File: config.mk
export PLATFORM = sky130hd
export DESIGN_NAME = wav_header_parser_unit
export DESIGN_NICKNAME = d
export VERILOG_FILES = /design/src/sv/wav_hdr_pkg.sv /design/src/sv/wav_header_parser_unit.sv
export SDC_FILE = /design/constraint.sdc
export NUM_CORES = 1
export LEC_CHECK = 0
export BUFFER_PORTS_ARGS = -buffer_cell sky130_fd_sc_hd__buf_2
export CAP_MARGIN = 20
export CELL_PAD_IN_SITES_DETAIL_PLACEMENT = 1
export CELL_PAD_IN_SITES_GLOBAL_PLACEMENT = 1
export CORE_MARGIN = 2
export CORE_UTILIZATION = 44
export DETAILED_ROUTE_END_ITERATION = 8
export PLACE_DENSITY_LB_ADDON = 0.1
export REMOVE_ABC_BUFFERS = 1
export SLEW_MARGIN = 0
export SYNTH_ARGS = -nofsm -noshare
export SYNTH_HDL_FRONTEND = slang
export SYNTH_SLANG_ARGS = --single-unit
File: constraint.sdc
create_clock -name clk -period 7.1 [get_ports clk]
set_clock_uncertainty 0.2 [all_clocks]
set_input_delay 1.065 -clock clk [delete_from_list [all_inputs] [get_ports clk]]
set_output_delay 1.065 -clock clk [all_outputs]
set_load 0.05 [all_outputs]
File: src/sv/wav_hdr_pkg.sv
// Package for the WAV header parser: chunk ids, size limits, codes and the
// result word layout. No dependencies.

package wav_hdr_pkg;

  // Width of the running byte counter (16 to 32)
  localparam int POSITION_BITS = 32;

  // Chunk ids as they build up little-endian in the id shift register
  localparam logic [31:0] ID_FMT  = 32'h2074_6D66;  // "fmt "
  localparam logic [31:0] ID_DATA = 32'h6174_6164;  // "data"

  localparam int MIN_FILE_BYTES = 44;
  localparam int MIN_FMT_BYTES  = 16;
  localparam int HDR_BYTES      = 12;

  // fmt body index saturates once the fields of interest are past
  localparam int BODY_IDX_W = $clog2(MIN_FMT_BYTES + 1);

  // Result word: status, is_stereo, rate_hz, data_offset, data_bytes,
  // sample_frames, zero padding up to whole bytes
  localparam int RESULT_FIELDS_W = 3 + 1 + 32 + 32 + 32 + 30;
  localparam int RESULT_W        = ((RESULT_FIELDS_W + 7) / 8) * 8;

  typedef enum logic [2:0] {
    ST_OK          = 3'd0,
    ST_TOO_SHORT   = 3'd1,
    ST_BAD_TAG     = 3'd2,
    ST_UNSUPPORTED = 3'd3,
    ST_NO_DATA     = 3'd4,
    ST_TOO_LONG    = 3'd5
  } status_t;

  typedef enum logic [4:0] {
    PH_HDR  = 5'b00001,
    PH_ID   = 5'b00010,
    PH_LEN  = 5'b00100,
    PH_BODY = 5'b01000,
    PH_PAD  = 5'b10000
  } phase_t;

  typedef struct packed {
    logic [RESULT_W-RESULT_FIELDS_W-1:0] pad;
    logic [29:0]                         sample_frames;
    logic [31:0]                         data_bytes;
    logic [31:0]                         data_offset;
    logic [31:0]                         rate_hz;
    logic                                is_stereo;
    status_t                             status;
  } result_t;

  // Expected RIFF/WAVE header byte; bit 8 set where the byte is checked
  function automatic logic [8:0] hdr_tag(input logic [3:0] idx);
    logic [8:0] tag;
    case (idx)
      4'd0:    tag = {1'b1, 8'h52};  // R
      4'd1:    tag = {1'b1, 8'h49};  // I
      4'd2:    tag = {1'b1, 8'h46};  // F
      4'd3:    tag = {1'b1, 8'h46};  // F
      4'd8:    tag = {1'b1, 8'h57};  // W
      4'd9:    tag = {1'b1, 8'h41};  // A
      4'd10:   tag = {1'b1, 8'h56};  // V
      4'd11:   tag = {1'b1, 8'h45};  // E
      default: tag = {1'b0, 8'h00};  // RIFF size field, not checked
    endcase
    return tag;
  endfunction

endpackage

File: src/sv/wav_header_parser_unit.sv
// WAV header parser top level: walks RIFF/WAVE chunks byte by byte and
// reports format and data chunk info on the final byte.
// Depends on wav_hdr_pkg.

// Result: the result of an accepted final byte is registered and shows in the next cycle.
// Throughput: one file byte per cycle unless stalled; every byte is handled by the
// combinational parse step between the input and the result register.
// Input words stall whenever a result is waiting at the output and m_tready
// is low. Reset (rst, synchronous) returns the parser to the
// start of a file; each accepted final byte does the same.
module wav_header_parser_unit (
  input  logic                             clk,
  input  logic                             rst,
  input  logic                             s_tvalid,
  output logic                             s_tready,
  input  logic [7:0]                       s_tdata,   // file_byte
  input  logic                             s_tlast,   // final_byte
  output logic                             m_tvalid,
  input  logic                             m_tready,
  // status[2:0], is_stereo[3], rate_hz[35:4], data_offset[67:36],
  // data_bytes[99:68], sample_frames[129:100], zero pad
  output logic [wav_hdr_pkg::RESULT_W-1:0] m_tdata
);
  import wav_hdr_pkg::*;

  localparam int P = POSITION_BITS;

  // Parse state
  logic [P-1:0]          byte_position, byte_position_next;
  phase_t                phase, phase_next;
  logic                  tag_ok, tag_ok_next;
  logic                  pos_overflow, pos_overflow_next;
  logic [1:0]            field_cnt, field_cnt_next;
  logic [31:0]           chunk_id, chunk_id_next;
  logic [31:0]           chunk_length, chunk_length_next;
  logic [31:0]           chunk_remaining, chunk_remaining_next;
  logic [BODY_IDX_W-1:0] body_idx, body_idx_next;
  logic [P-1:0]          body_start, body_start_next;

  // fmt fields being collected from the current chunk
  logic [15:0] pend_code, pend_code_next;
  logic [15:0] pend_chans, pend_chans_next;
  logic [31:0] pend_rate, pend_rate_next;
  logic [15:0] pend_bits, pend_bits_next;

  // Fields from the last complete fmt and data chunks
  logic        fmt_ok, fmt_ok_next;
  logic        fmt_stereo, fmt_stereo_next;
  logic [31:0] fmt_rate, fmt_rate_next;
  logic [P-1:0] data_offset, data_offset_next;
  logic [31:0] data_bytes, data_bytes_next;

  logic    accept;
  logic    file_end;
  result_t res, res_next;
  logic [30:0] half_bytes;
  logic [8:0]  tag_exp;

  assign s_tready = !m_tvalid || m_tready;
  assign accept   = s_tvalid && s_tready;
  assign file_end = accept && s_tlast;
  assign m_tdata  = res;

  // Parse step for one byte
  always_comb begin
    tag_exp              = hdr_tag(byte_position[3:0]);
    byte_position_next   = byte_position + P'(1);
    pos_overflow_next    = pos_overflow || (byte_position == {P{1'b1}});
    phase_next           = phase;
    tag_ok_next          = tag_ok;
    field_cnt_next       = field_cnt;
    chunk_id_next        = chunk_id;
    chunk_length_next    = chunk_length;
    chunk_remaining_next = chunk_remaining;
    body_idx_next        = body_idx;
    body_start_next      = body_start;
    pend_code_next       = pend_code;
    pend_chans_next      = pend_chans;
    pend_rate_next       = pend_rate;
    pend_bits_next       = pend_bits;
    fmt_ok_next          = fmt_ok;
    fmt_stereo_next      = fmt_stereo;
    fmt_rate_next        = fmt_rate;
    data_offset_next     = data_offset;
    data_bytes_next      = data_bytes;

    case (phase)
      PH_HDR: begin
        if (byte_position < P'(HDR_BYTES)) begin
          if (tag_exp[8] && s_tdata != tag_exp[7:0]) begin
            tag_ok_next = 1'b0;
          end
        end
        if (byte_position >= P'(HDR_BYTES - 1)) begin
          phase_next     = PH_ID;
          field_cnt_next = 2'd0;
        end
      end
      PH_ID: begin
        chunk_id_next  = {s_tdata, chunk_id[31:8]};
        field_cnt_next = field_cnt + 2'd1;
        if (field_cnt == 2'd3) begin
          phase_next = PH_LEN;
        end
      end
      PH_LEN: begin
        chunk_length_next = {s_tdata, chunk_length[31:8]};
        field_cnt_next    = field_cnt + 2'd1;
        if (field_cnt == 2'd3) begin
          pend_code_next  = '0;
          pend_chans_next = '0;
          pend_rate_next  = '0;
          pend_bits_next  = '0;
          body_idx_next   = '0;
          body_start_next = byte_position_next;
          if (chunk_length_next == 32'd0) begin
            // Empty chunk ends at once; an empty data chunk still commits
            if (chunk_id == ID_DATA) begin
              data_offset_next = byte_position_next;
              data_bytes_next  = 32'd0;
            end
            phase_next     = PH_ID;
            field_cnt_next = 2'd0;
          end else begin
            phase_next           = PH_BODY;
            chunk_remaining_next = chunk_length_next;
          end
        end
      end
      PH_BODY: begin
        // Collect fmt fields from the first bytes of the body
        if (chunk_id == ID_FMT) begin
          case (body_idx)
            BODY_IDX_W'(0):  pend_code_next[7:0]   = s_tdata;
            BODY_IDX_W'(1):  pend_code_next[15:8]  = s_tdata;
            BODY_IDX_W'(2):  pend_chans_next[7:0]  = s_tdata;
            BODY_IDX_W'(3):  pend_chans_next[15:8] = s_tdata;
            BODY_IDX_W'(4):  pend_rate_next[7:0]   = s_tdata;
            BODY_IDX_W'(5):  pend_rate_next[15:8]  = s_tdata;
            BODY_IDX_W'(6):  pend_rate_next[23:16] = s_tdata;
            BODY_IDX_W'(7):  pend_rate_next[31:24] = s_tdata;
            BODY_IDX_W'(14): pend_bits_next[7:0]   = s_tdata;
            BODY_IDX_W'(15): pend_bits_next[15:8]  = s_tdata;
            default: ;
          endcase
        end
        if (body_idx != BODY_IDX_W'(MIN_FMT_BYTES)) begin
          body_idx_next = body_idx + BODY_IDX_W'(1);
        end
        chunk_remaining_next = chunk_remaining - 32'd1;
        // Last body byte: commit the chunk and move on
        if (chunk_remaining == 32'd1) begin
          if (chunk_id == ID_FMT) begin
            if (chunk_length >= 32'(MIN_FMT_BYTES)) begin
              fmt_ok_next = (pend_code_next == 16'd1) &&
                            (pend_chans_next == 16'd1 || pend_chans_next == 16'd2) &&
                            (pend_bits_next == 16'd16);
              fmt_stereo_next = (pend_chans_next == 16'd2);
              fmt_rate_next   = pend_rate_next;
            end
          end else if (chunk_id == ID_DATA) begin
            data_offset_next = body_start;
            data_bytes_next  = chunk_length;
          end
          phase_next     = chunk_length[0] ? PH_PAD : PH_ID;
          field_cnt_next = 2'd0;
        end
      end
      default: begin
        // Pad byte after an odd-length body
        phase_next     = PH_ID;
        field_cnt_next = 2'd0;
      end
    endcase
  end

  // Result for a final byte, from the state after that byte
  always_comb begin
    half_bytes = data_bytes_next[31:1];
    res_next   = '0;
    if (pos_overflow_next) begin
      res_next.status = ST_TOO_LONG;
    end else if (byte_position_next < P'(MIN_FILE_BYTES)) begin
      res_next.status = ST_TOO_SHORT;
    end else if (!tag_ok_next) begin
      res_next.status = ST_BAD_TAG;
    end else if (!fmt_ok_next) begin
      res_next.status = ST_UNSUPPORTED;
    end else if (data_bytes_next == 32'd0) begin
      res_next.status = ST_NO_DATA;
    end else begin
      res_next.status      = ST_OK;
      res_next.is_stereo   = fmt_stereo_next;
      res_next.rate_hz     = fmt_rate_next;
      res_next.data_offset = 32'(data_offset_next);
      res_next.data_bytes  = data_bytes_next;
      if (fmt_stereo_next) begin
        res_next.sample_frames = data_bytes_next[31:2];
      end else begin
        res_next.sample_frames = half_bytes[30] ? {30{1'b1}} : half_bytes[29:0];
      end
    end
  end

  // Parse state registers; a final byte starts a new file
  always_ff @(posedge clk) begin
    if (rst || file_end) begin
      byte_position   <= '0;
      phase           <= PH_HDR;
      tag_ok          <= 1'b1;
      pos_overflow    <= 1'b0;
      field_cnt       <= '0;
      chunk_id        <= '0;
      chunk_length    <= '0;
      chunk_remaining <= '0;
      body_idx        <= '0;
      body_start      <= '0;
      pend_code       <= '0;
      pend_chans      <= '0;
      pend_rate       <= '0;
      pend_bits       <= '0;
      fmt_ok          <= 1'b0;
      fmt_stereo      <= 1'b0;
      fmt_rate        <= '0;
      data_offset     <= '0;
      data_bytes      <= '0;
    end else if (accept) begin
      byte_position   <= byte_position_next;
      phase           <= phase_next;
      tag_ok          <= tag_ok_next;
      pos_overflow    <= pos_overflow_next;
      field_cnt       <= field_cnt_next;
      chunk_id        <= chunk_id_next;
      chunk_length    <= chunk_length_next;
      chunk_remaining <= chunk_remaining_next;
      body_idx        <= body_idx_next;
      body_start      <= body_start_next;
      pend_code       <= pend_code_next;
      pend_chans      <= pend_chans_next;
      pend_rate       <= pend_rate_next;
      pend_bits       <= pend_bits_next;
      fmt_ok          <= fmt_ok_next;
      fmt_stereo      <= fmt_stereo_next;
      fmt_rate        <= fmt_rate_next;
      data_offset     <= data_offset_next;
      data_bytes      <= data_bytes_next;
    end
  end

  // Output word register
  always_ff @(posedge clk) begin
    if (rst) begin
      m_tvalid <= 1'b0;
    end else if (file_end) begin
      m_tvalid <= 1'b1;
    end else if (m_tready) begin
      m_tvalid <= 1'b0;
    end
  end

  always_ff @(posedge clk) begin
    if (file_end) begin
      res <= res_next;
    end
  end

  // Checks
  a_restart: assert property (@(posedge clk) disable iff (rst)
    file_end |=> (byte_position == '0) && (phase == PH_HDR) && tag_ok)
    else $error("parser did not restart after final byte");

  a_err_zero: assert property (@(posedge clk) disable iff (rst)
    m_tvalid && (res.status != ST_OK) |->
      !res.is_stereo && (res.rate_hz == '0) && (res.data_offset == '0) &&
      (res.data_bytes == '0) && (res.sample_frames == '0))
    else $error("error result carries nonzero fields");

  a_ok_data: assert property (@(posedge clk) disable iff (rst)
    m_tvalid && (res.status == ST_OK) |-> (res.data_bytes != '0))
    else $error("ok result with empty data chunk");

  a_body_cnt: assert property (@(posedge clk) disable iff (rst)
    (phase == PH_BODY) |-> (chunk_remaining != '0))
    else $error("body phase with no bytes left");

endmodule
-- Word level (Yosys, flattened, before mapping)
Memory sizes are Yosys's and may differ from the RTL's. A register that Yosys moved wholly into a read port is not among the register bits.
Cells that the tools add are included.
Widths: inputs -> output; s select.
- magnitude comparators: 4
- shift operators: 0
- eq/ne operators: 30
- reductions and logical operators: 25
- divide/modulo/power cells: 0
- bitwise logic cells: 2
- multiplexer cells: 80
- multipliers: 0
- $add $sub $neg: 4
- operators by type and width (cell ; count):
    $mux 32 ; 20
    $pmux 32 s2 ; 4
    $mux 16 ; 7
    $pmux 16 s2 ; 3
    $mux 8 ; 10
    $logic_not 32->1 ; 2
    $mux 30 ; 2
    $mux 5 ; 7
    $add 32x1->32 const B ; 1
    $eq 16x1->1 const B ; 2
    $eq 32x1->1 const B ; 1
    $eq 32x30->1 const B ; 1
    $eq 32x31->1 const B ; 1
    $eq 32x32->1 const B ; 1
    $ge 32x4->1 const B ; 1
    $ge 32x5->1 const B ; 1
    $lt 32x4->1 const B ; 1
    $lt 32x6->1 const B ; 1
    $sub 32x1->32 const B ; 1
    $eq 5x3->1 const B ; 5
    $pmux 5 s4 ; 1
    $eq 16x2->1 const B ; 1
    $eq 16x5->1 const B ; 1
    $eq 5x2->1 const B ; 3
    other kinds (26) ; 67
- input bits: 13
- memory bits (writable): 0
- bits in registers: 483
- output and inout port bits: 138
- latch bits: 0
- memories: 1
- ROM bits: 112
- memories (memory ; words ; width ; read ports ; clocked after memory_dff ; wr ports ; line ; RTL):
    (name not given) ; 16 ; 7 ; 1 ; 1 ; 0 ; wav_hdr_pkg.sv:55 ; case (idx)

-- Depth between registers and ports, before layout
- word-level depth: 15
- mapped depth: 14
- gate-level depth less buffers: 10

-- Worst setup path before layout
OpenSTA, ideal clock, no wires.
- path kind: input to register
- start point: input port m_tready
- end point: register body_idx[0]
- setup time: 0.128 ns
- data arrival time: 5.720 ns
- path slack: 1.053 ns
- stages on the path: 9
- path buffers: 3
- cell sequence: nand2b_1 and2_1 nand2_1 inv_1 or2_2 clkbuf_1 clkbuf_1 clkbuf_1 nor2_1
- longest elaborated chain between the ends: 4
- RTL lines (item ; line ; RTL):
    start, declared ; wav_header_parser_unit.sv:19 ; input logic m_tready,
    $logic_or 1x1->1 ; wav_header_parser_unit.sv:59 ; assign s_tready = !m_tvalid || m_tready;
    $logic_and 1x1->1 ; wav_header_parser_unit.sv:60 ; assign accept = s_tvalid && s_tready;
    $logic_and 1x1->1 ; wav_header_parser_unit.sv:61 ; assign file_end = accept && s_tlast;
    named net file_end ; wav_header_parser_unit.sv:54 ; logic file_end;
    $logic_or 1x1->1 ; wav_header_parser_unit.sv:207 ; if (rst || file_end) begin
    end signal, assigned ; wav_header_parser_unit.sv:236 ; body_idx <= body_idx_next;
    end, declared ; wav_header_parser_unit.sv:37 ; logic [BODY_IDX_W-1:0] body_idx, body_idx_next;
The timed path passes the listed nets, and every way through them passes these cells.
A chain may end at the register's enable or synchronous reset.

-- Worst setup path in the final report
- start point: register chunk_id[15]
- end point: register res, in the netlist m_tdata[9] (data pin)
- longest elaborated chain between the ends: 13
- RTL lines (item ; line ; RTL):
    start, declared ; wav_header_parser_unit.sv:34 ; logic [31:0] chunk_id, chunk_id_next;
    start signal, assigned ; wav_header_parser_unit.sv:233 ; chunk_id <= chunk_id_next;
    $eq 32x30->1 ; wav_header_parser_unit.sv:132, wav_header_parser_unit.sv:153 ;
    $mux 16 ; wav_header_parser_unit.sv:132 ; if (chunk_id == ID_FMT) begin
    $mux 16 ; wav_header_parser_unit.sv:87 ; case (phase)
    $eq 16x1->1 / $eq 16x2->1 (equally long branches) ; wav_header_parser_unit.sv:156 ; (pend_chans_next == 16'd1 || pend_chans_next == 16'd2) &&
    $logic_or 1x1->1 ; wav_header_parser_unit.sv:156 ;
    $logic_and 1x1->1 ; wav_header_parser_unit.sv:155 ; fmt_ok_next = (pend_code_next == 16'd1) &&
    $logic_and 1x1->1 ; wav_header_parser_unit.sv:156 ;
    $mux 1 ; wav_header_parser_unit.sv:154 ; if (chunk_length >= 32'(MIN_FMT_BYTES)) begin
    $mux 1 ; wav_header_parser_unit.sv:153 ; if (chunk_id == ID_FMT) begin
    $mux 1 ; wav_header_parser_unit.sv:152 ; if (chunk_remaining == 32'd1) begin
    $mux 1 ; wav_header_parser_unit.sv:87 ;
    $not 1->1 (no line) ; n/a ;
    $reduce_or 5->1 (no line) ; n/a ;
    end signal, assigned ; wav_header_parser_unit.sv:263 ; res <= res_next;
    end, declared ; wav_header_parser_unit.sv:55 ; result_t res, res_next;
Several ways; a longest one is shown, not always the timed one. The select of a mux whose other input is x is not followed.

==> impl_metrics.ini <==
[timing]
slew_violations = 0
finalSetupViolations = 0
whs_ns = 0.2524
worst_pin_slew_ns = 1.116
period_share = 0.6943
period_needed_ns = 4.930
maxSlewHeadroom = 0.2503
rsz0062_at_grt = false
hold_violations = 0
setup_ws_ns = 2.170
fmax_ghz = 0.2028

[logic_synthesis]
yosys_register_bits = 489
synth_top_family_by_area = simple AND/OR/NAND/NOR gates
synthDistinctLibCells = 71
muxShareOfSynthArea = 0.03440
yosys.area_share.adder = 0.004884
yosys.area.top_type = dfxtp_1
synthArstFlopShare = 0
yosysSeqAreaShare = 0.4810
ys.flop_type = dfxtp_1
yosys_warnings = 0
synth_xor_area_frac = 0.02203
synthSimpleGateAreaFrac = 0.2513
synthTopCellsByArea = dfxtp_1 (31%), edfxtp_1 (17%), nand2_1 (5.7%)
synthCells = 2591
synth_compound_area_frac = 0.1596
synth_area_mm2 = 0.02306
synth_edf_count = 130
avgSynthCellArea_um2 = 8.899
yosysTopAreaCellShare = 0.3117

[worst_setup_path]
cp_max_fo = 117
cp.required_ns = 7.21
crit_chain = or4_1 > nor3_2 > nand3_1 > nor2_1 > nand2_2 > buf_4 > and2_1 > o21ai_4 > buf_12 > nor3_1
reg2reg_depth = 10
worstSetupPathType = reg -> reg
cp-start-kind = flop
cp_num_buf_inv = 2
r2r-start = chunk_id[15]
cp_slowest_cell = nor3_2
endpoint_kind = flop
crit_family = simple AND/OR/NAND/NOR gates
cp.arrival_ns = 5.04
worst_path_largest_cell_delay_ns = 0.60
rrSetupSlack_ns = 2.17
rr_endpoint = m_tdata[9]

[route]
drc = 0
vias_per_cell = 5.867
ant_nets = 0
met2_length_um = 32630
met3_length_um = 2228
vias = 19584
drtPass1Iterations = 6
wl_um = 67940
highest_layer = met4
avgRoutedWirePerCell_um = 20.35
drt_iter0_drc = 1300
m1WireLength_um = 31700

[clock_network]
cts.repair.resized = 0
cts_sinks = 489
htreeDepth = 2
cts_buffer_depth = 3
clk_pin_slew_ns = 0.06
cts_setup_buffers = 0
cts_hold_buf = 0
worstSkewPairLatency_ns = 0.61
cts_buffers = 54
cts-root-buf = clkbuf_16
tritoncts = yes

[cells_and_area]
nNetsFinal = 2638
mostFrequentLayoutCell = dfxtp_1
n_antenna_cell = 0
stdcell_area_mm2 = 0.02594
fill_cells = 5918
syn2layout_area_growth_pct = 12.50
drive_gt1_frac = 0.1637
largest_reg_flops = 130
final_util = 0.5026
final_cell_mix = dfxtp_1 (359), nand2_1 (347), nor2_1 (300)

[floorplanning]
die_w_um = 232.9
rows = 83
io_pins = 151
die_y_um = 232.9
die-area_mm2 = 0.05425
start_util = 0.4468
core-area_mm2 = 0.05161

[placement]
io_buffer_count = 144
pre_cts_slack_ns = 1.704
finalWeightedCongestion = 0.8321
place_area_mm2 = 0.02413
hpwl_um = 43340

[grt]
grt-ovfl-total = 0
antenna_found_initial = 0
first_global_vias = 19854
track_usage = 0.2478
grt_first_pass_wirelength_um = 108900
grt_max_degree = 118

[hold_path]
hp-class = reg -> reg
worstHoldPathCells = 2
hold_start = chunk_id[4]
min_to = chunk_id[4]

[power]
p_per_area_mw_per_mm2 = 239.9
p_leak_nw = 8.317
ir_worst_vdd_v = 0.0001700

[outcome]
status = completed

[flow_run]
cap_violations = 0
-- metrics by stage --
| stage | std cells | total power, W | TNS [ns] |
|---|---|---|---|
| 2_1_floorplan | 2372 | 0.003270 | -1473.23 |
| 3_3_place_gp | 3238 | 0.003409 | 0 |
| 3_5_place_dp | 3239 | 0.003417 | 0 |
| 4_1_cts | 3337 | 0.006276 | 0 |
| 5_1_grt | 3338 | 0.006415 | 0 |
| 6_report | 3338 | 0.006223 | 0 |
-- cells in the mapped netlist, types with 30 or more instances --
library cell,instances
nand2_1,348
a21oi_1,252
nor2_1,303
a22oi_1,104
clkbuf_1,172
nand4_1,46
and2_1,40
xnor2_1,30
dfxtp_1,359
mux2i_1,50
edfxtp_1,130
nor3_1,64
nand3_1,38
nor4_1,47
a211oi_1,91
and3_1,43
o21ai_0,76
nor3_2,111
-- worst min-delay path, cell delays in order (launching register included) --
cell     delay [ns]
dfxtp_1        0.30
nand2_1        0.05
a21oi_1        0.05
-- power by group --
group / internal [W] / leakage [nW] / switching [W]
sequential: 0.00291 / 4.04 / 0.0000253
clock: 0.00171 / 0.881 / 0.00116
combinational: 0.0000821 / 3.40 / 0.000342
total: 0.00470 / 8.32 / 0.00152
-- area by class of cell --
type / count / area (µm²) / area share
Inverter: 23 / 88.84 / 0.003424
Clock inverter: 20 / 220.2 / 0.008489
Sequential cell: 489 / 11090 / 0.4275
Tap cell: 680 / 850.8 / 0.03280
Timing Repair Buffer: 188 / 1114 / 0.04293
Clock buffer: 78 / 1575 / 0.06072
Multi-Input combinational cell: 1860 / 11000 / 0.4241
-- kinds of logic (layout without fill, tap and decap cells) --
family	count (synthesis)	count (layout)
adder cells (fa/ha/maj)	9	9
flip-flops	489	489
XOR/XNOR	58	58
multiplexers	76	76
buffers and inverters	247	309
AND/OR/NAND/NOR	1120	1120
other	1	6
AO/OA/AOI/OAI	591	591
-- worst max-delay path by stage --
stage	startpoint	to	slack, ns	cells after the start
2_1_floorplan	phase[0]	m_tdata[2]	-4.58	7
3_3_place_gp	s_tdata[2]	m_tdata[5]	1.81	11
3_5_place_dp	s_tdata[2]	m_tdata[9]	1.70	11
4_1_cts	chunk_id[15]	m_tdata[2]	2.02	10
5_1_grt	chunk_id[15]	m_tdata[2]	1.84	10
6_report	chunk_id[15]	m_tdata[9]	2.17	10
-- routing by layer --
layer | vias up | GRT usage
met5 | - | 0
met4 | 0 | 0.06728
met3 | 91 | 0.02549
met2 | 342 | 0.4209
met1 | 9841 | 0.3354
li1 | 9310 | -
Note: power is estimated with default switching activity, not from simulation.
